## config.mk

```make
export PLATFORM = sky130hd
export DESIGN_NAME = lba_to_chs_taskfile_flat
export DESIGN_NICKNAME = d
export VERILOG_FILES = /design/src/rtl/core/l2c_pkg.sv /design/src/rtl/core/l2c_if.sv /design/src/rtl/core/l2c_div_cell.sv /design/src/rtl/core/l2c_div_chain.sv /design/src/rtl/core/l2c_tf_seq.sv /design/src/rtl/core/lba_to_chs_taskfile.sv /design/src/flat_wrapper.sv
export SDC_FILE = /design/constraint.sdc
export NUM_CORES = 2
export LEC_CHECK = 0
export ABC_CLOCK_PERIOD_IN_PS = 8900
export CAP_MARGIN = 10
export CELL_PAD_IN_SITES_DETAIL_PLACEMENT = 1
export CELL_PAD_IN_SITES_GLOBAL_PLACEMENT = 1
export CORE_MARGIN = 3
export CORE_UTILIZATION = 55
export CTS_CLUSTER_DIAMETER = 120
export DETAILED_ROUTE_END_ITERATION = 7
export DONT_BUFFER_PORTS = 1
export PLACE_DENSITY_LB_ADDON = 0.05
export SLEW_MARGIN = 20
export SYNTH_ARGS = -nofsm -noshare
export SYNTH_HDL_FRONTEND = slang
export SYNTH_SLANG_ARGS = --single-unit
```

## constraint.sdc

```tcl
create_clock -name clk -period 8.9 [get_ports clk]
set_clock_uncertainty 0.15 [all_clocks]
set_input_delay 0.445 -clock clk [delete_from_list [all_inputs] [get_ports clk]]
set_output_delay 0.445 -clock clk [all_outputs]
set_load 0.005 [all_outputs]
```

## src/rtl/core/l2c_pkg.sv

```systemverilog
// shared types and constants of the lba to chs task-file sequencer
package l2c_pkg;

  // field widths
  localparam int unsigned LBA_W   = 28;
  localparam int unsigned CNT_W   = 8;
  localparam int unsigned HPC_W   = 5;
  localparam int unsigned SPT_W   = 8;
  localparam int unsigned PCYL_W  = 12;
  localparam int unsigned HEAD_W  = 4;
  localparam int unsigned OFS_W   = 3;
  localparam int unsigned BYTE_W  = 8;
  localparam int unsigned CFG_IDX_W = 2;
  localparam int unsigned CFG_DAT_W = 8;

  // configuration register indexes
  localparam logic [CFG_IDX_W-1:0] REG_HPC = 2'd0;
  localparam logic [CFG_IDX_W-1:0] REG_SPT = 2'd1;
  localparam logic [CFG_IDX_W-1:0] REG_DRV = 2'd2;

  // configuration reset values and head limit
  localparam logic [HPC_W-1:0] HPC_RST   = 5'd16;
  localparam logic [SPT_W-1:0] SPT_RST   = 8'd63;
  localparam logic [HPC_W-1:0] HPC_MAX   = 5'd16;

  // task-file register offsets
  localparam logic [OFS_W-1:0] OFS_COUNT   = 3'd2;
  localparam logic [OFS_W-1:0] OFS_SECTOR  = 3'd3;
  localparam logic [OFS_W-1:0] OFS_CYL_LO  = 3'd4;
  localparam logic [OFS_W-1:0] OFS_CYL_HI  = 3'd5;
  localparam logic [OFS_W-1:0] OFS_DRVHEAD = 3'd6;
  localparam logic [OFS_W-1:0] OFS_CMD     = 3'd7;

  // register values
  localparam logic [BYTE_W-1:0] CMD_READ    = 8'h20;
  localparam logic [BYTE_W-1:0] CMD_WRITE   = 8'h30;
  localparam logic [BYTE_W-1:0] DRV_MASTER  = 8'hA0;
  localparam logic [BYTE_W-1:0] DRV_SLAVE   = 8'hB0;
  localparam logic [BYTE_W-1:0] CYL_SAT     = 8'hFF;
  localparam logic [15:0]       CYL_LO_MASK = 16'h00FF;

  // beats of one request, in bus order
  typedef enum logic [2:0] {
    BEAT_DRVHEAD,
    BEAT_COUNT,
    BEAT_SECTOR,
    BEAT_CYL_LO,
    BEAT_CYL_HI,
    BEAT_CMD
  } beat_t;

  // finished conversion handed to the beat sequencer
  typedef struct packed {
    logic              wr;
    logic [CNT_W-1:0]  count;
    logic [LBA_W-1:0]  cyl;
    logic [HEAD_W-1:0] head;
    logic [SPT_W-1:0]  sect0;
  } job_t;

endpackage

```

## src/rtl/core/l2c_if.sv

```systemverilog
// request and task-file write channel interfaces
interface l2c_req_if;
  logic                      valid;
  logic                      ready;
  logic                      req_type;
  logic [l2c_pkg::LBA_W-1:0] lba_addr;
  logic [l2c_pkg::CNT_W-1:0] sector_count;

  modport source (output valid, req_type, lba_addr, sector_count, input ready);
  modport sink   (input valid, req_type, lba_addr, sector_count, output ready);
endinterface

interface l2c_wr_if;
  logic                       valid;
  logic                       ready;
  logic [l2c_pkg::OFS_W-1:0]  reg_offset;
  logic [l2c_pkg::BYTE_W-1:0] reg_value;
  logic                       last_write;
  logic                       cyl_overflow;

  modport source (output valid, reg_offset, reg_value, last_write, cyl_overflow,
                  input ready);
  modport sink   (input valid, reg_offset, reg_value, last_write, cyl_overflow,
                  output ready);
endinterface

```

## src/rtl/core/l2c_div_cell.sv

```systemverilog
// one restoring division step, registered, with pass-along side data
module l2c_div_cell #(
  parameter int unsigned DW = 28,
  parameter int unsigned VW = 12,
  parameter int unsigned SW = 9
) (
  input  logic          clk,
  input  logic          rst_n,
  input  logic [VW-1:0] divisor,
  input  logic          in_valid,
  output logic          in_ready,
  input  logic [VW-1:0] in_rem,
  input  logic [DW-1:0] in_num,
  input  logic [SW-1:0] in_side,
  output logic          out_valid,
  input  logic          out_ready,
  output logic [VW-1:0] out_rem,
  output logic [DW-1:0] out_num,
  output logic [SW-1:0] out_side
);

  logic          valid_r;
  logic [VW-1:0] rem_r, rem_nxt;
  logic [DW-1:0] num_r, num_nxt;
  logic [SW-1:0] side_r;
  logic [VW:0]   trial;
  logic [VW:0]   diff;
  logic          ge;

  // shift in the next dividend bit, subtract when it fits
  always_comb begin
    trial   = {in_rem, in_num[DW-1]};
    diff    = trial - {1'b0, divisor};
    ge      = (trial >= {1'b0, divisor});
    rem_nxt = ge ? diff[VW-1:0] : trial[VW-1:0];
    num_nxt = {in_num[DW-2:0], ge};
  end

  assign in_ready = !valid_r || out_ready;

  always_ff @(posedge clk) begin
    if (!rst_n) begin
      valid_r <= 1'b0;
    end else if (in_ready) begin
      valid_r <= in_valid;
    end
  end

  always_ff @(posedge clk) begin
    if (in_valid && in_ready) begin
      rem_r  <= rem_nxt;
      num_r  <= num_nxt;
      side_r <= in_side;
    end
  end

  assign out_valid = valid_r;
  assign out_rem   = rem_r;
  assign out_num   = num_r;
  assign out_side  = side_r;

endmodule

```

## src/rtl/core/l2c_div_chain.sv

```systemverilog
// row of division cells, one quotient bit per cell
module l2c_div_chain #(
  parameter int unsigned DW = 28,
  parameter int unsigned VW = 12,
  parameter int unsigned SW = 9
) (
  input  logic          clk,
  input  logic          rst_n,
  input  logic [VW-1:0] divisor,
  input  logic          in_valid,
  output logic          in_ready,
  input  logic [VW-1:0] in_rem,
  input  logic [DW-1:0] in_num,
  input  logic [SW-1:0] in_side,
  output logic          out_valid,
  input  logic          out_ready,
  output logic [VW-1:0] out_rem,
  output logic [DW-1:0] out_num,
  output logic [SW-1:0] out_side
);

  logic          vld  [0:DW];
  logic          rdy  [0:DW];
  logic [VW-1:0] rem  [0:DW];
  logic [DW-1:0] num  [0:DW];
  logic [SW-1:0] side [0:DW];

  assign vld[0]   = in_valid;
  assign in_ready = rdy[0];
  assign rem[0]   = in_rem;
  assign num[0]   = in_num;
  assign side[0]  = in_side;

  for (genvar i = 0; i < DW; i++) begin : g_cell
    l2c_div_cell #(
      .DW (DW),
      .VW (VW),
      .SW (SW)
    ) u_cell (
      .clk       (clk),
      .rst_n     (rst_n),
      .divisor   (divisor),
      .in_valid  (vld[i]),
      .in_ready  (rdy[i]),
      .in_rem    (rem[i]),
      .in_num    (num[i]),
      .in_side   (side[i]),
      .out_valid (vld[i+1]),
      .out_ready (rdy[i+1]),
      .out_rem   (rem[i+1]),
      .out_num   (num[i+1]),
      .out_side  (side[i+1])
    );
  end

  assign out_valid = vld[DW];
  assign rdy[DW]   = out_ready;
  assign out_rem   = rem[DW];
  assign out_num   = num[DW];
  assign out_side  = side[DW];

endmodule

```

## src/rtl/core/l2c_tf_seq.sv

```systemverilog
// holds one converted request and plays out its six task-file beats
module l2c_tf_seq (
  input  logic            clk,
  input  logic            rst_n,
  input  logic            drive_slave,
  input  logic            in_valid,
  output logic            in_ready,
  input  l2c_pkg::job_t   in_job,
  l2c_wr_if.source        out_wr
);

  l2c_pkg::beat_t              beat_r, beat_nxt;
  logic                        busy_r, busy_nxt;
  logic                        wr_r;
  logic [l2c_pkg::CNT_W-1:0]   count_r;
  logic [l2c_pkg::SPT_W-1:0]   sect_r;
  logic [l2c_pkg::HEAD_W-1:0]  head_r;
  logic [l2c_pkg::BYTE_W-1:0]  lo_r, hi_r;
  logic                        ovf_r;
  logic                        fire, done, load, ovf;
  logic [15:0]                 cyl16;

  assign fire     = out_wr.valid && out_wr.ready;
  assign done     = fire && (beat_r == l2c_pkg::BEAT_CMD);
  assign in_ready = !busy_r || done;
  assign load     = in_valid && in_ready;

  // next beat and busy flag
  always_comb begin
    beat_nxt = beat_r;
    if (fire) begin
      unique case (beat_r)
        l2c_pkg::BEAT_DRVHEAD: beat_nxt = l2c_pkg::BEAT_COUNT;
        l2c_pkg::BEAT_COUNT:   beat_nxt = l2c_pkg::BEAT_SECTOR;
        l2c_pkg::BEAT_SECTOR:  beat_nxt = l2c_pkg::BEAT_CYL_LO;
        l2c_pkg::BEAT_CYL_LO:  beat_nxt = l2c_pkg::BEAT_CYL_HI;
        l2c_pkg::BEAT_CYL_HI:  beat_nxt = l2c_pkg::BEAT_CMD;
        l2c_pkg::BEAT_CMD:     beat_nxt = l2c_pkg::BEAT_DRVHEAD;
        default:               beat_nxt = l2c_pkg::BEAT_DRVHEAD;
      endcase
    end
    busy_nxt = busy_r;
    if (done) begin
      busy_nxt = 1'b0;
    end
    if (load) begin
      busy_nxt = 1'b1;
    end
  end

  always_ff @(posedge clk) begin
    if (!rst_n) begin
      beat_r <= l2c_pkg::BEAT_DRVHEAD;
      busy_r <= 1'b0;
    end else begin
      beat_r <= beat_nxt;
      busy_r <= busy_nxt;
    end
  end

  // saturate the cylinder bytes on overflow
  always_comb begin
    ovf   = |in_job.cyl[l2c_pkg::LBA_W-1:16];
    cyl16 = in_job.cyl[15:0];
  end

  always_ff @(posedge clk) begin
    if (load) begin
      wr_r    <= in_job.wr;
      count_r <= in_job.count;
      sect_r  <= l2c_pkg::SPT_W'(in_job.sect0 + 8'd1);
      head_r  <= in_job.head;
      ovf_r   <= ovf;
      lo_r    <= ovf ? l2c_pkg::CYL_SAT : 8'(cyl16 & l2c_pkg::CYL_LO_MASK);
      hi_r    <= ovf ? l2c_pkg::CYL_SAT : cyl16[15:8];
    end
  end

  // beat payload
  always_comb begin
    out_wr.reg_offset = l2c_pkg::OFS_DRVHEAD;
    out_wr.reg_value  = '0;
    out_wr.last_write = 1'b0;
    unique case (beat_r)
      l2c_pkg::BEAT_DRVHEAD: begin
        out_wr.reg_offset = l2c_pkg::OFS_DRVHEAD;
        out_wr.reg_value  = (drive_slave ? l2c_pkg::DRV_SLAVE : l2c_pkg::DRV_MASTER)
                            | {4'h0, head_r};
      end
      l2c_pkg::BEAT_COUNT: begin
        out_wr.reg_offset = l2c_pkg::OFS_COUNT;
        out_wr.reg_value  = count_r;
      end
      l2c_pkg::BEAT_SECTOR: begin
        out_wr.reg_offset = l2c_pkg::OFS_SECTOR;
        out_wr.reg_value  = sect_r;
      end
      l2c_pkg::BEAT_CYL_LO: begin
        out_wr.reg_offset = l2c_pkg::OFS_CYL_LO;
        out_wr.reg_value  = lo_r;
      end
      l2c_pkg::BEAT_CYL_HI: begin
        out_wr.reg_offset = l2c_pkg::OFS_CYL_HI;
        out_wr.reg_value  = hi_r;
      end
      l2c_pkg::BEAT_CMD: begin
        out_wr.reg_offset = l2c_pkg::OFS_CMD;
        out_wr.reg_value  = wr_r ? l2c_pkg::CMD_WRITE : l2c_pkg::CMD_READ;
        out_wr.last_write = 1'b1;
      end
      default: begin
        out_wr.reg_offset = l2c_pkg::OFS_DRVHEAD;
        out_wr.reg_value  = '0;
        out_wr.last_write = 1'b0;
      end
    endcase
  end

  assign out_wr.valid        = busy_r;
  assign out_wr.cyl_overflow = ovf_r;

endmodule

```

## src/rtl/core/lba_to_chs_taskfile.sv

```systemverilog
// top level: lba to chs conversion and task-file write sequencer
//
// channel   dir  handshake      payload
// in_req    in   valid/ready    req_type, lba_addr, sector_count
// out_wr    out  valid/ready    reg_offset, reg_value, last_write, cyl_overflow
// cfg_*     in   cfg_we only    cfg_idx, cfg_wdata (heads, sectors, drive select)
//
// every request gives six beats on out_wr, one per cycle while out_wr.ready is high,
// so the beat sequencer sets the request rate; it loads the next request as its last beat goes
// a request passes 28 cells for the cylinder quotient and 4 cells for the head quotient,
// then is loaded into the sequencer, which presents its first task-file beat
// the cell row holds one request per cell; a stall on out_wr backs up cell by
// cell, and bubbles between requests close up as they move
// synchronous active-low reset clears the configuration to 16 heads, 63 sectors,
// master drive, and empties all cells and the sequencer
module lba_to_chs_taskfile (
  input  logic                          clk,
  input  logic                          rst_n,
  l2c_req_if.sink                       in_req,
  l2c_wr_if.source                      out_wr,
  input  logic                          cfg_we,
  input  logic [l2c_pkg::CFG_IDX_W-1:0] cfg_idx,
  input  logic [l2c_pkg::CFG_DAT_W-1:0] cfg_wdata
);

  // side data widths: {req_type, count} then {req_type, count, cylinder}
  localparam int unsigned SIDE1_W = 1 + l2c_pkg::CNT_W;
  localparam int unsigned SIDE2_W = SIDE1_W + l2c_pkg::LBA_W;

  // geometry registers
  logic [l2c_pkg::HPC_W-1:0]  hpc_r;
  logic [l2c_pkg::SPT_W-1:0]  spt_r;
  logic                       slave_r;

  always_ff @(posedge clk) begin
    if (!rst_n) begin
      hpc_r   <= l2c_pkg::HPC_RST;
      spt_r   <= l2c_pkg::SPT_RST;
      slave_r <= 1'b0;
    end else if (cfg_we) begin
      unique case (cfg_idx)
        l2c_pkg::REG_HPC: hpc_r   <= cfg_wdata[l2c_pkg::HPC_W-1:0];
        l2c_pkg::REG_SPT: spt_r   <= cfg_wdata[l2c_pkg::SPT_W-1:0];
        l2c_pkg::REG_DRV: slave_r <= cfg_wdata[0];
        default: ; // unused index, write dropped
      endcase
    end
  end

  // usable geometry: zero counts as one, more than sixteen heads as sixteen
  logic [l2c_pkg::HPC_W-1:0]  hpc_eff;
  logic [l2c_pkg::SPT_W-1:0]  spt_eff;
  logic [12:0]                per_cyl_prod;
  logic [l2c_pkg::PCYL_W-1:0] per_cyl;

  always_comb begin
    if (hpc_r == '0) begin
      hpc_eff = l2c_pkg::HPC_W'(1);
    end else if (hpc_r > l2c_pkg::HPC_MAX) begin
      hpc_eff = l2c_pkg::HPC_MAX;
    end else begin
      hpc_eff = hpc_r;
    end
    spt_eff      = (spt_r == '0) ? l2c_pkg::SPT_W'(1) : spt_r;
    // at most 16 x 255, so twelve bits hold it
    per_cyl_prod = 13'(hpc_eff) * 13'(spt_eff);
    per_cyl      = per_cyl_prod[l2c_pkg::PCYL_W-1:0];
  end

  // cylinder row: lba / (heads x sectors), remainder left in rem1
  logic                        c1_valid, c1_ready;
  logic [l2c_pkg::PCYL_W-1:0]  c1_rem;
  logic [l2c_pkg::LBA_W-1:0]   c1_cyl;
  logic [SIDE1_W-1:0]          c1_side;

  l2c_div_chain #(
    .DW (l2c_pkg::LBA_W),
    .VW (l2c_pkg::PCYL_W),
    .SW (SIDE1_W)
  ) u_cyl_chain (
    .clk       (clk),
    .rst_n     (rst_n),
    .divisor   (per_cyl),
    .in_valid  (in_req.valid),
    .in_ready  (in_req.ready),
    .in_rem    ('0),
    .in_num    (in_req.lba_addr),
    .in_side   ({in_req.req_type, in_req.sector_count}),
    .out_valid (c1_valid),
    .out_ready (c1_ready),
    .out_rem   (c1_rem),
    .out_num   (c1_cyl),
    .out_side  (c1_side)
  );

  // head row: rem1 / sectors; rem1 < 16 x sectors, so its top eight bits are
  // already below the divisor and only four quotient bits remain
  logic                        c2_valid, c2_ready;
  logic [l2c_pkg::SPT_W-1:0]   c2_rem;
  logic [l2c_pkg::HEAD_W-1:0]  c2_head;
  logic [SIDE2_W-1:0]          c2_side;

  l2c_div_chain #(
    .DW (l2c_pkg::HEAD_W),
    .VW (l2c_pkg::SPT_W),
    .SW (SIDE2_W)
  ) u_head_chain (
    .clk       (clk),
    .rst_n     (rst_n),
    .divisor   (spt_eff),
    .in_valid  (c1_valid),
    .in_ready  (c1_ready),
    .in_rem    (c1_rem[l2c_pkg::PCYL_W-1:l2c_pkg::HEAD_W]),
    .in_num    (c1_rem[l2c_pkg::HEAD_W-1:0]),
    .in_side   ({c1_side, c1_cyl}),
    .out_valid (c2_valid),
    .out_ready (c2_ready),
    .out_rem   (c2_rem),
    .out_num   (c2_head),
    .out_side  (c2_side)
  );

  // converted request
  l2c_pkg::job_t job;

  always_comb begin
    job.wr    = c2_side[SIDE2_W-1];
    job.count = c2_side[SIDE2_W-2:l2c_pkg::LBA_W];
    job.cyl   = c2_side[l2c_pkg::LBA_W-1:0];
    job.head  = c2_head;
    job.sect0 = c2_rem;
  end

  l2c_tf_seq u_seq (
    .clk         (clk),
    .rst_n       (rst_n),
    .drive_slave (slave_r),
    .in_valid    (c2_valid),
    .in_ready    (c2_ready),
    .in_job      (job),
    .out_wr      (out_wr)
  );

endmodule

```

## src/flat_wrapper.sv

```systemverilog
// flat-port wrapper written by rule: the top's interface ports become plain ports
module lba_to_chs_taskfile_flat 
  (clk, rst_n, cfg_we, cfg_idx, cfg_wdata, in_req_valid, in_req_req_type, in_req_lba_addr, in_req_sector_count, in_req_ready, out_wr_valid, out_wr_reg_offset, out_wr_reg_value, out_wr_last_write, out_wr_cyl_overflow, out_wr_ready);
  l2c_req_if in_req_i ();
  l2c_wr_if out_wr_i ();
  input  logic clk;
  input  logic rst_n;
  input  logic cfg_we;
  input  logic [l2c_pkg::CFG_IDX_W-1:0] cfg_idx;
  input  logic [l2c_pkg::CFG_DAT_W-1:0] cfg_wdata;
  input wire logic [$bits(in_req_i.valid)-1:0] in_req_valid;
  input wire logic [$bits(in_req_i.req_type)-1:0] in_req_req_type;
  input wire logic [$bits(in_req_i.lba_addr)-1:0] in_req_lba_addr;
  input wire logic [$bits(in_req_i.sector_count)-1:0] in_req_sector_count;
  output wire logic [$bits(in_req_i.ready)-1:0] in_req_ready;
  output wire logic [$bits(out_wr_i.valid)-1:0] out_wr_valid;
  output wire logic [$bits(out_wr_i.reg_offset)-1:0] out_wr_reg_offset;
  output wire logic [$bits(out_wr_i.reg_value)-1:0] out_wr_reg_value;
  output wire logic [$bits(out_wr_i.last_write)-1:0] out_wr_last_write;
  output wire logic [$bits(out_wr_i.cyl_overflow)-1:0] out_wr_cyl_overflow;
  input wire logic [$bits(out_wr_i.ready)-1:0] out_wr_ready;
  assign in_req_i.valid = in_req_valid;
  assign in_req_i.req_type = in_req_req_type;
  assign in_req_i.lba_addr = in_req_lba_addr;
  assign in_req_i.sector_count = in_req_sector_count;
  assign in_req_ready = in_req_i.ready;
  assign out_wr_valid = out_wr_i.valid;
  assign out_wr_reg_offset = out_wr_i.reg_offset;
  assign out_wr_reg_value = out_wr_i.reg_value;
  assign out_wr_last_write = out_wr_i.last_write;
  assign out_wr_cyl_overflow = out_wr_i.cyl_overflow;
  assign out_wr_i.ready = out_wr_ready;
  lba_to_chs_taskfile u_core (.clk(clk), .rst_n(rst_n), .in_req(in_req_i), .out_wr(out_wr_i), .cfg_we(cfg_we), .cfg_idx(cfg_idx), .cfg_wdata(cfg_wdata));
endmodule
```

# Yosys cells after proc, flatten, opt, wreduce, memory -nomap -nowiden
# Cells that the tools add are included.
# Widths: inputs -> output; s select.
[totals] regBits=1656 input_bits=52 output_inout_bits=15 word_cells=369
[op_classes] n_addsub=33 n_mul=1 order_cmp=33 eq_ne=7 n_mux=43 n_bitwise=1 n_reduce_logical=110
[ops] operator="$ge 13x12->1" count=27
[ops] operator="$mux 12" count=27
[ops] operator="$sub 12x12->12" count=27
[ops] operator="$pmux 8 s6" count=1
[ops] operator="$mux 8" count=5
[ops] operator="$ge 9x8->1" count=4
[ops] operator="$logic_and 1x1->1" count=35
[ops] operator="$logic_not 1->1" count=33
[ops] operator="$logic_or 1x1->1" count=33
[ops] operator="$sub 8x8->8" count=4
[ops] operator="$pmux 3 s5" count=2
[ops] operator="$mux 5" count=4
[ops] operator="$ge 1x12->1" count=1
[ops] operator="$mul 5x8->12" count=1
[ops] operator="$reduce_or 12->1" count=1
[ops] operator="$sub 1x12->12" count=1
[ops] operator="$add 8x1->8 const B" count=1
[ops] operator="$logic_not 8->1" count=1
[ops] operator="$or 8x4->8" count=1
[ops] operator="$eq 3x2->1 const B" count=2
[ops] operator="$eq 3x3->1 const B" count=2
[ops] operator="$reduce_and 2->1" count=3
[ops] operator="$gt 5x5->1 const B" count=1
[ops] operator="$logic_not 5->1" count=1
[ops] operator="other kinds (7)" count=10

# Longest topological paths before layout
[depth] word_depth=36 ltp_mapped=25 ltp_nobuf=24

# By module
# Synthesis repeated with hierarchy kept, for this count alone.
[unflattened] hier_cells=5400 area_unflattened_um2=78312.6
[by_module_without_submodules] module="l2c_div_cell (u_core.u_cyl_chain.g_cell[0].u_cell ...)" instances=28 cells_each=162 area_each_um2=2371.0
[by_module_without_submodules] module="l2c_div_cell (u_core.u_head_chain.g_cell[0].u_cell ...)" instances=4 cells_each=122 area_each_um2=2034.5
[by_module_without_submodules] module="l2c_tf_seq" instances=1 cells_each=156 area_each_um2=1969.4
[by_module_without_submodules] module="lba_to_chs_taskfile" instances=1 cells_each=220 area_each_um2=1816.7

# Worst setup path before layout
# OpenSTA, ideal clock, no wires.
[synth_timing] path_kind="flip-flop to flip-flop" startpoint="register u_core.spt_r[4] in the netlist's numbering" endpoint="register u_core.u_cyl_chain.g_cell[25].u_cell.rem_r[10] (data pin)" t_arrival_ns=6.748 required_time_ns=8.490 path_slack_ns=1.742 path_stages_with_launch=23 n_path_buf=2 path_cell_list="dfxtp_1 clkbuf_1 nor4_1 a41oi_1 inv_1 nand2_1 fa_1 fa_1 fa_1 inv_1 ha_1 o21ai_0 o21a_1 o21ai_0 nand2_1 xor2_1 ha_1 nand4_1 o31ai_1 or2_2 o41ai_2 buf_2 mux2_2"
[synth_between] elab_chain_cells=5 word_cells_on_any_way=6 cone_classes="add/sub: 1; mul: 1; order compare: 1; mux: 2; reduce/logical: 1"
[synth_lines] item="from (decl)" line_no="lba_to_chs_taskfile.sv:32" text="logic [l2c_pkg::SPT_W-1:0] spt_r;"
[synth_lines] item="from (signal assigned)" line_no="lba_to_chs_taskfile.sv:38" text="spt_r <= l2c_pkg::SPT_RST;"
[synth_lines] item="from (signal assigned)" line_no="lba_to_chs_taskfile.sv:43" text="l2c_pkg::REG_SPT: spt_r <= cfg_wdata[l2c_pkg::SPT_W-1:0];"
[synth_lines] item="$logic_not 8->1" line_no="lba_to_chs_taskfile.sv:64" text="spt_eff = (spt_r == '0) ? l2c_pkg::SPT_W'(1) : spt_r;"
[synth_lines] item="$mux 8 (*)" line_no="lba_to_chs_taskfile.sv:64"
[synth_lines] item="$mul 5x8->12 (*)" line_no="lba_to_chs_taskfile.sv:66" text="per_cyl_prod = 13'(hpc_eff) * 13'(spt_eff);"
[synth_lines] item="$sub 12x12->12 or $ge 13x12->1 (tied branches)" line_no="l2c_div_cell.sv:33, l2c_div_cell.sv:34"
[synth_lines] item="$mux 12 (*)" line_no="l2c_div_cell.sv:35" text="rem_nxt = ge ? diff[VW-1:0] : trial[VW-1:0];"
[synth_lines] item="via u_core.u_cyl_chain.g_cell[25].u_cell.rem_nxt[10]" line_no="l2c_div_cell.sv:23" text="logic [VW-1:0] rem_r, rem_nxt;"
[synth_lines] item="to (signal assigned)" line_no="l2c_div_cell.sv:51" text="rem_r <= rem_nxt;"
[synth_lines] item="to (decl)" line_no="l2c_div_cell.sv:23"
# Mark *: on every way through the listed nets, which the timed path passes. The rest lies on a longest branch.
# A chain may end at the register's enable or synchronous reset.

# Worst setup path after layout
[layout_timing] startpoint="register u_core.spt_r[1] in the netlist's numbering" endpoint="register u_core.u_cyl_chain.g_cell[7].u_cell.rem_r[10] (data pin)"
[layout_between] elab_chain_cells=5 word_cells_on_any_way=6 cone_classes="add/sub: 1; mul: 1; order compare: 1; mux: 2; reduce/logical: 1"
[layout_lines] item="$logic_not 8->1" line_no="lba_to_chs_taskfile.sv:64"
[layout_lines] item="$mux 8 (*)" line_no="lba_to_chs_taskfile.sv:64"
[layout_lines] item="$mul 5x8->12 (*)" line_no="lba_to_chs_taskfile.sv:66"
[layout_lines] item="$ge 13x12->1 (*)" line_no="l2c_div_cell.sv:34" text="ge = (trial >= {1'b0, divisor});"
[layout_lines] item="via u_core.u_cyl_chain.g_cell[7].u_cell.ge" line_no="l2c_div_cell.sv:28" text="logic ge;"
[layout_lines] item="$mux 12 (*)" line_no="l2c_div_cell.sv:35"
[layout_lines] item="via u_core.u_cyl_chain.g_cell[7].u_cell.rem_nxt[10]" line_no="l2c_div_cell.sv:23"
[layout_lines] item="to (signal assigned)" line_no="l2c_div_cell.sv:51"
[layout_lines] item="to (decl)" line_no="l2c_div_cell.sv:23"
# Marks and branches as above.

==> parameters.txt <==
Parameter                              Value

GRT
  Total global routing overflow    0
  Global-route wire length before repair    244 mm
  Vias in the first global route    around 42,000
  Maximum number of pins on one net before global-route repair    53
  Antenna violations before repair    4
  Total Routing Usage GR    23.4%

STA
  Final Max Slew Viols    0
  Minimum clock period    between 8 and 9 ns
  Share of the clock period used by the worst path after layout    91.1%
  Max Clk Rate    123 MHz
  Pin slew with the least headroom to its limit    about 1.2 ns
  Max-slew headroom at the worst pin    20.9%
  Total setup violations reported at the end of the flow    0
  Setup TNS after final layout    0 ns
  Hold violation count in the final report    0
  Unrepaired setup endpoints after global routing    no

Placed design
  Placed instance count    6,457
  Final weighted congestion in routability-driven placement    about 0.85
  Sum of net half-perimeters after detailed placement    106 mm
  Number of port buffers    0

Detailed routing
  Average via count per standard cell    5.79
  Antenna-violating nets left    0
  Count of routing violations after the opening detailed-route iteration    2,562
  Routed wire length    157 mm
  DR pass1 iterations    5
  Residual DRC    0
  Vias    39,500
  Routed wire per std cell    23.0 um

Clock tree
  Clock tree sinks    1,656
  Post-cts gate resize count    0
  Clock-pin slew on the worst setup and hold paths    0.06 ns
  Post-CTS Hold Buffers    63
  Maximum buffer depth of the clock tree    3
  TritonCTS buffer count    167
  Clock H-tree levels    4
  CTS tree    built
  Insertion delay of the later-clocked pin in the worst-skew pair    0.79 ns
  Root Buffer Master    sky130_fd_sc_hd__clkbuf_16
  Post-CTS setup buffers    0

Outcome
  Run status    finished, final reports clean

Power
  Standby leakage power    28.4 nW
  Power Density    around 210 nW/um^2
  Worst-case vdd ir drop    0.245 mV

Floorplan
  Number of core rows    132
  Core area    130,000 um^2
  Die Span Y    approximately 370 um
  I/O pin count    67
  Die Outline Area    135,000 um^2
  Die Wd    368 um
  Initial core utilization    55.5%

Logic synthesis
  Number of instances in the synthesized netlist    4,679
  Async set-reset flop share out of synthesis    0%
  Total number of yosys warnings    0
  Number of distinct standard cells referenced by the synthesized netlist    74
  Top flip-flop cell by instance count after synthesis    sky130_fd_sc_hd__edfxtp_1
  Number of enable-type register cells in the synthesized netlist    1,606
  Post-synthesis sequential element count    1,656
  Average instance area after synthesis    15.4 um^2
  Cell Area, Synth    between 70,000 and 80,000 um^2
  Sequential-to-total area share from yosys stat    68.4%
  Net count after synthesis    5,158

Cells and area
  Sequential cell area    about 49,000 um^2
  Area of combinational cells with multiple inputs    22,100 um^2
  Most frequent standard cell in the layout excluding fill and tap cells    sky130_fd_sc_hd__edfxtp_1
  Layout cells sized above 1    13.4%
  Post-layout net count    between 5,000 and 6,000
  Post-route non-filler standard cell count    6,828
  Most frequent cells in the layout    sky130_fd_sc_hd__edfxtp_1, sky130_fd_sc_hd__ha_1, sky130_fd_sc_hd__mux2_2, sky130_fd_sc_hd__nor2_1, sky130_fd_sc_hd__inv_1
  Filler cell count in the final layout    11,700
  Area added between synthesis and finish    12.5%

Worst hold path
  Hold crit path type    input port to flip-flop

Worst setup path
  Worst stage delay on the critical path    0.79 ns
  Critical Path Slowest Stage Cell    sky130_fd_sc_hd__xnor2_2
  Crit path max fanout    12
  Endpoint type of the worst setup path    flip-flop
  Cell type group with the largest total delay on the critical path    adder cells
  Worst path required time    9.26 ns
  Startpoint type of the worst setup path    flip-flop
  Class of the most critical setup path    flip-flop to flip-flop
  Crit path arrival time    8.47 ns
  Worst Path Buf+Inv    5
  Ordered cell list for the critical path    inv_1 -> a41oi_1 -> inv_1 -> nand2_1 -> fa_1 -> fa_1 -> fa_1 -> inv_1 -> ha_1 -> nand2b_1 -> a21oi_1 -> o21ai_0 -> a21oi_1 -> xnor2_2 -> buf_4 -> ha_1 -> nand4_1 -> o21ai_0 -> nor3_1 -> o21ai_0 -> a21oi_1 -> inv_2 -> mux2_2

Flow run
  Max Cap Violations    0
## registers in the layout (all words and copies together), names as in the netlist, 16 cells and up
register                                    cells
u_core.u_head_chain.g_cell.u_cell.out_rem      32
u_core.u_cyl_chain.g_cell.u_cell.out_rem      336
u_core.u_head_chain.g_cell.u_cell.out_side    148
u_core.u_cyl_chain.g_cell.u_cell.out_side     252
u_core.u_cyl_chain.g_cell.u_cell.out_num      784
u_core.u_head_chain.g_cell.u_cell.out_num      16
u_core.u_cyl_chain.g_cell.u_cell.out_valid     28
## area by class of cell
class	instances	area share, %
flip-flops and latches	1656	60.8
multi-input cells	2753	27.3
clock buffers	196	5.35
well taps	1742	2.69
repair buffers	137	1.53
clock inverters	111	1.26
inverters	232	1.08
diodes	1	0.00309
## per-layer routing
metal	part of all wire (%)	vias up	GRT usage [%]
li1	-	18600	-
met3	4.1	273	3.70
met2	49	724	39.7
met4	3.4	0	8.24
met1	43	20000	30.9
met5	0	-	0
## power by group
part           leakage [nW]  internal, W  switching (W)
clock network          2.61      0.00386        0.00295
logic                  10.8     0.000852        0.00104
registers              14.9      0.00861      0.0000358
## cells in the mapped netlist, types with 85 or more instances
cell                          n  area (um^2)
sky130_fd_sc_hd__xnor2_1    140         1230
sky130_fd_sc_hd__nor2_1     225          845
sky130_fd_sc_hd__nor3_1      98          490
sky130_fd_sc_hd__inv_1      221          830
sky130_fd_sc_hd__a21o_1     119          893
sky130_fd_sc_hd__ha_1       379         4740
sky130_fd_sc_hd__a21oi_1    176          881
sky130_fd_sc_hd__mux2_2     266         3000
sky130_fd_sc_hd__nand2_1    171          642
sky130_fd_sc_hd__o21ai_0    175          876
sky130_fd_sc_hd__edfxtp_1  1606        48200
sky130_fd_sc_hd__xor2_1      85          744
## stage by stage
stage          area [um^2]  hold WS, ns  utilization, %  setup slack, ns  power (W)
6_report             80900       0.0721            62.4            0.792     0.0173
5_1_grt              80900       0.0895            62.4            0.211     0.0181
4_1_cts              80900      0.00941            62.4            0.759     0.0175
3_5_place_dp         74900        0.255            57.8            0.840     0.0106
3_3_place_gp         74900        0.250            57.8             1.02     0.0106
2_1_floorplan        71900        0.250               -             1.74     0.0102
## path summary, 6_finish.rpt
path	from	to	slack (ns)	cells past startpoint
worst max-delay path	u_core.spt_r[1]	u_core.u_cyl_chain.g_cell[7].u_cell.out_rem[10]	0.79	23
worst min-delay path	cfg_we	u_core.spt_r[5]	0.07	2
worst max register to register	u_core.spt_r[1]	u_core.u_cyl_chain.g_cell[7].u_cell.out_rem[10]	0.79	23
worst min register to register	u_core.u_cyl_chain.g_cell[23].u_cell.out_num[5]	u_core.u_cyl_chain.g_cell[24].u_cell.out_num[6]	0.25	0
## kinds of logic (layout without fill, tap and decap cells)
| group | Yosys count | after routing | synth area share (%) |
|---|---|---|---|
| other | 0 | 1 | 0 |
| adders and majority gates | 427 | 427 | 7.93 |
| and+or+nand+nor | 923 | 923 | 6.60 |
| xor gates and xnor gates | 225 | 225 | 2.74 |
| AOI/OAI and AO/OA | 831 | 831 | 7.55 |
| muxes | 347 | 347 | 5.33 |
| buffers and inverters | 270 | 676 | 1.43 |
| DFF | 1656 | 1656 | 68.4 |
Power figures use the tool's default switching activity.
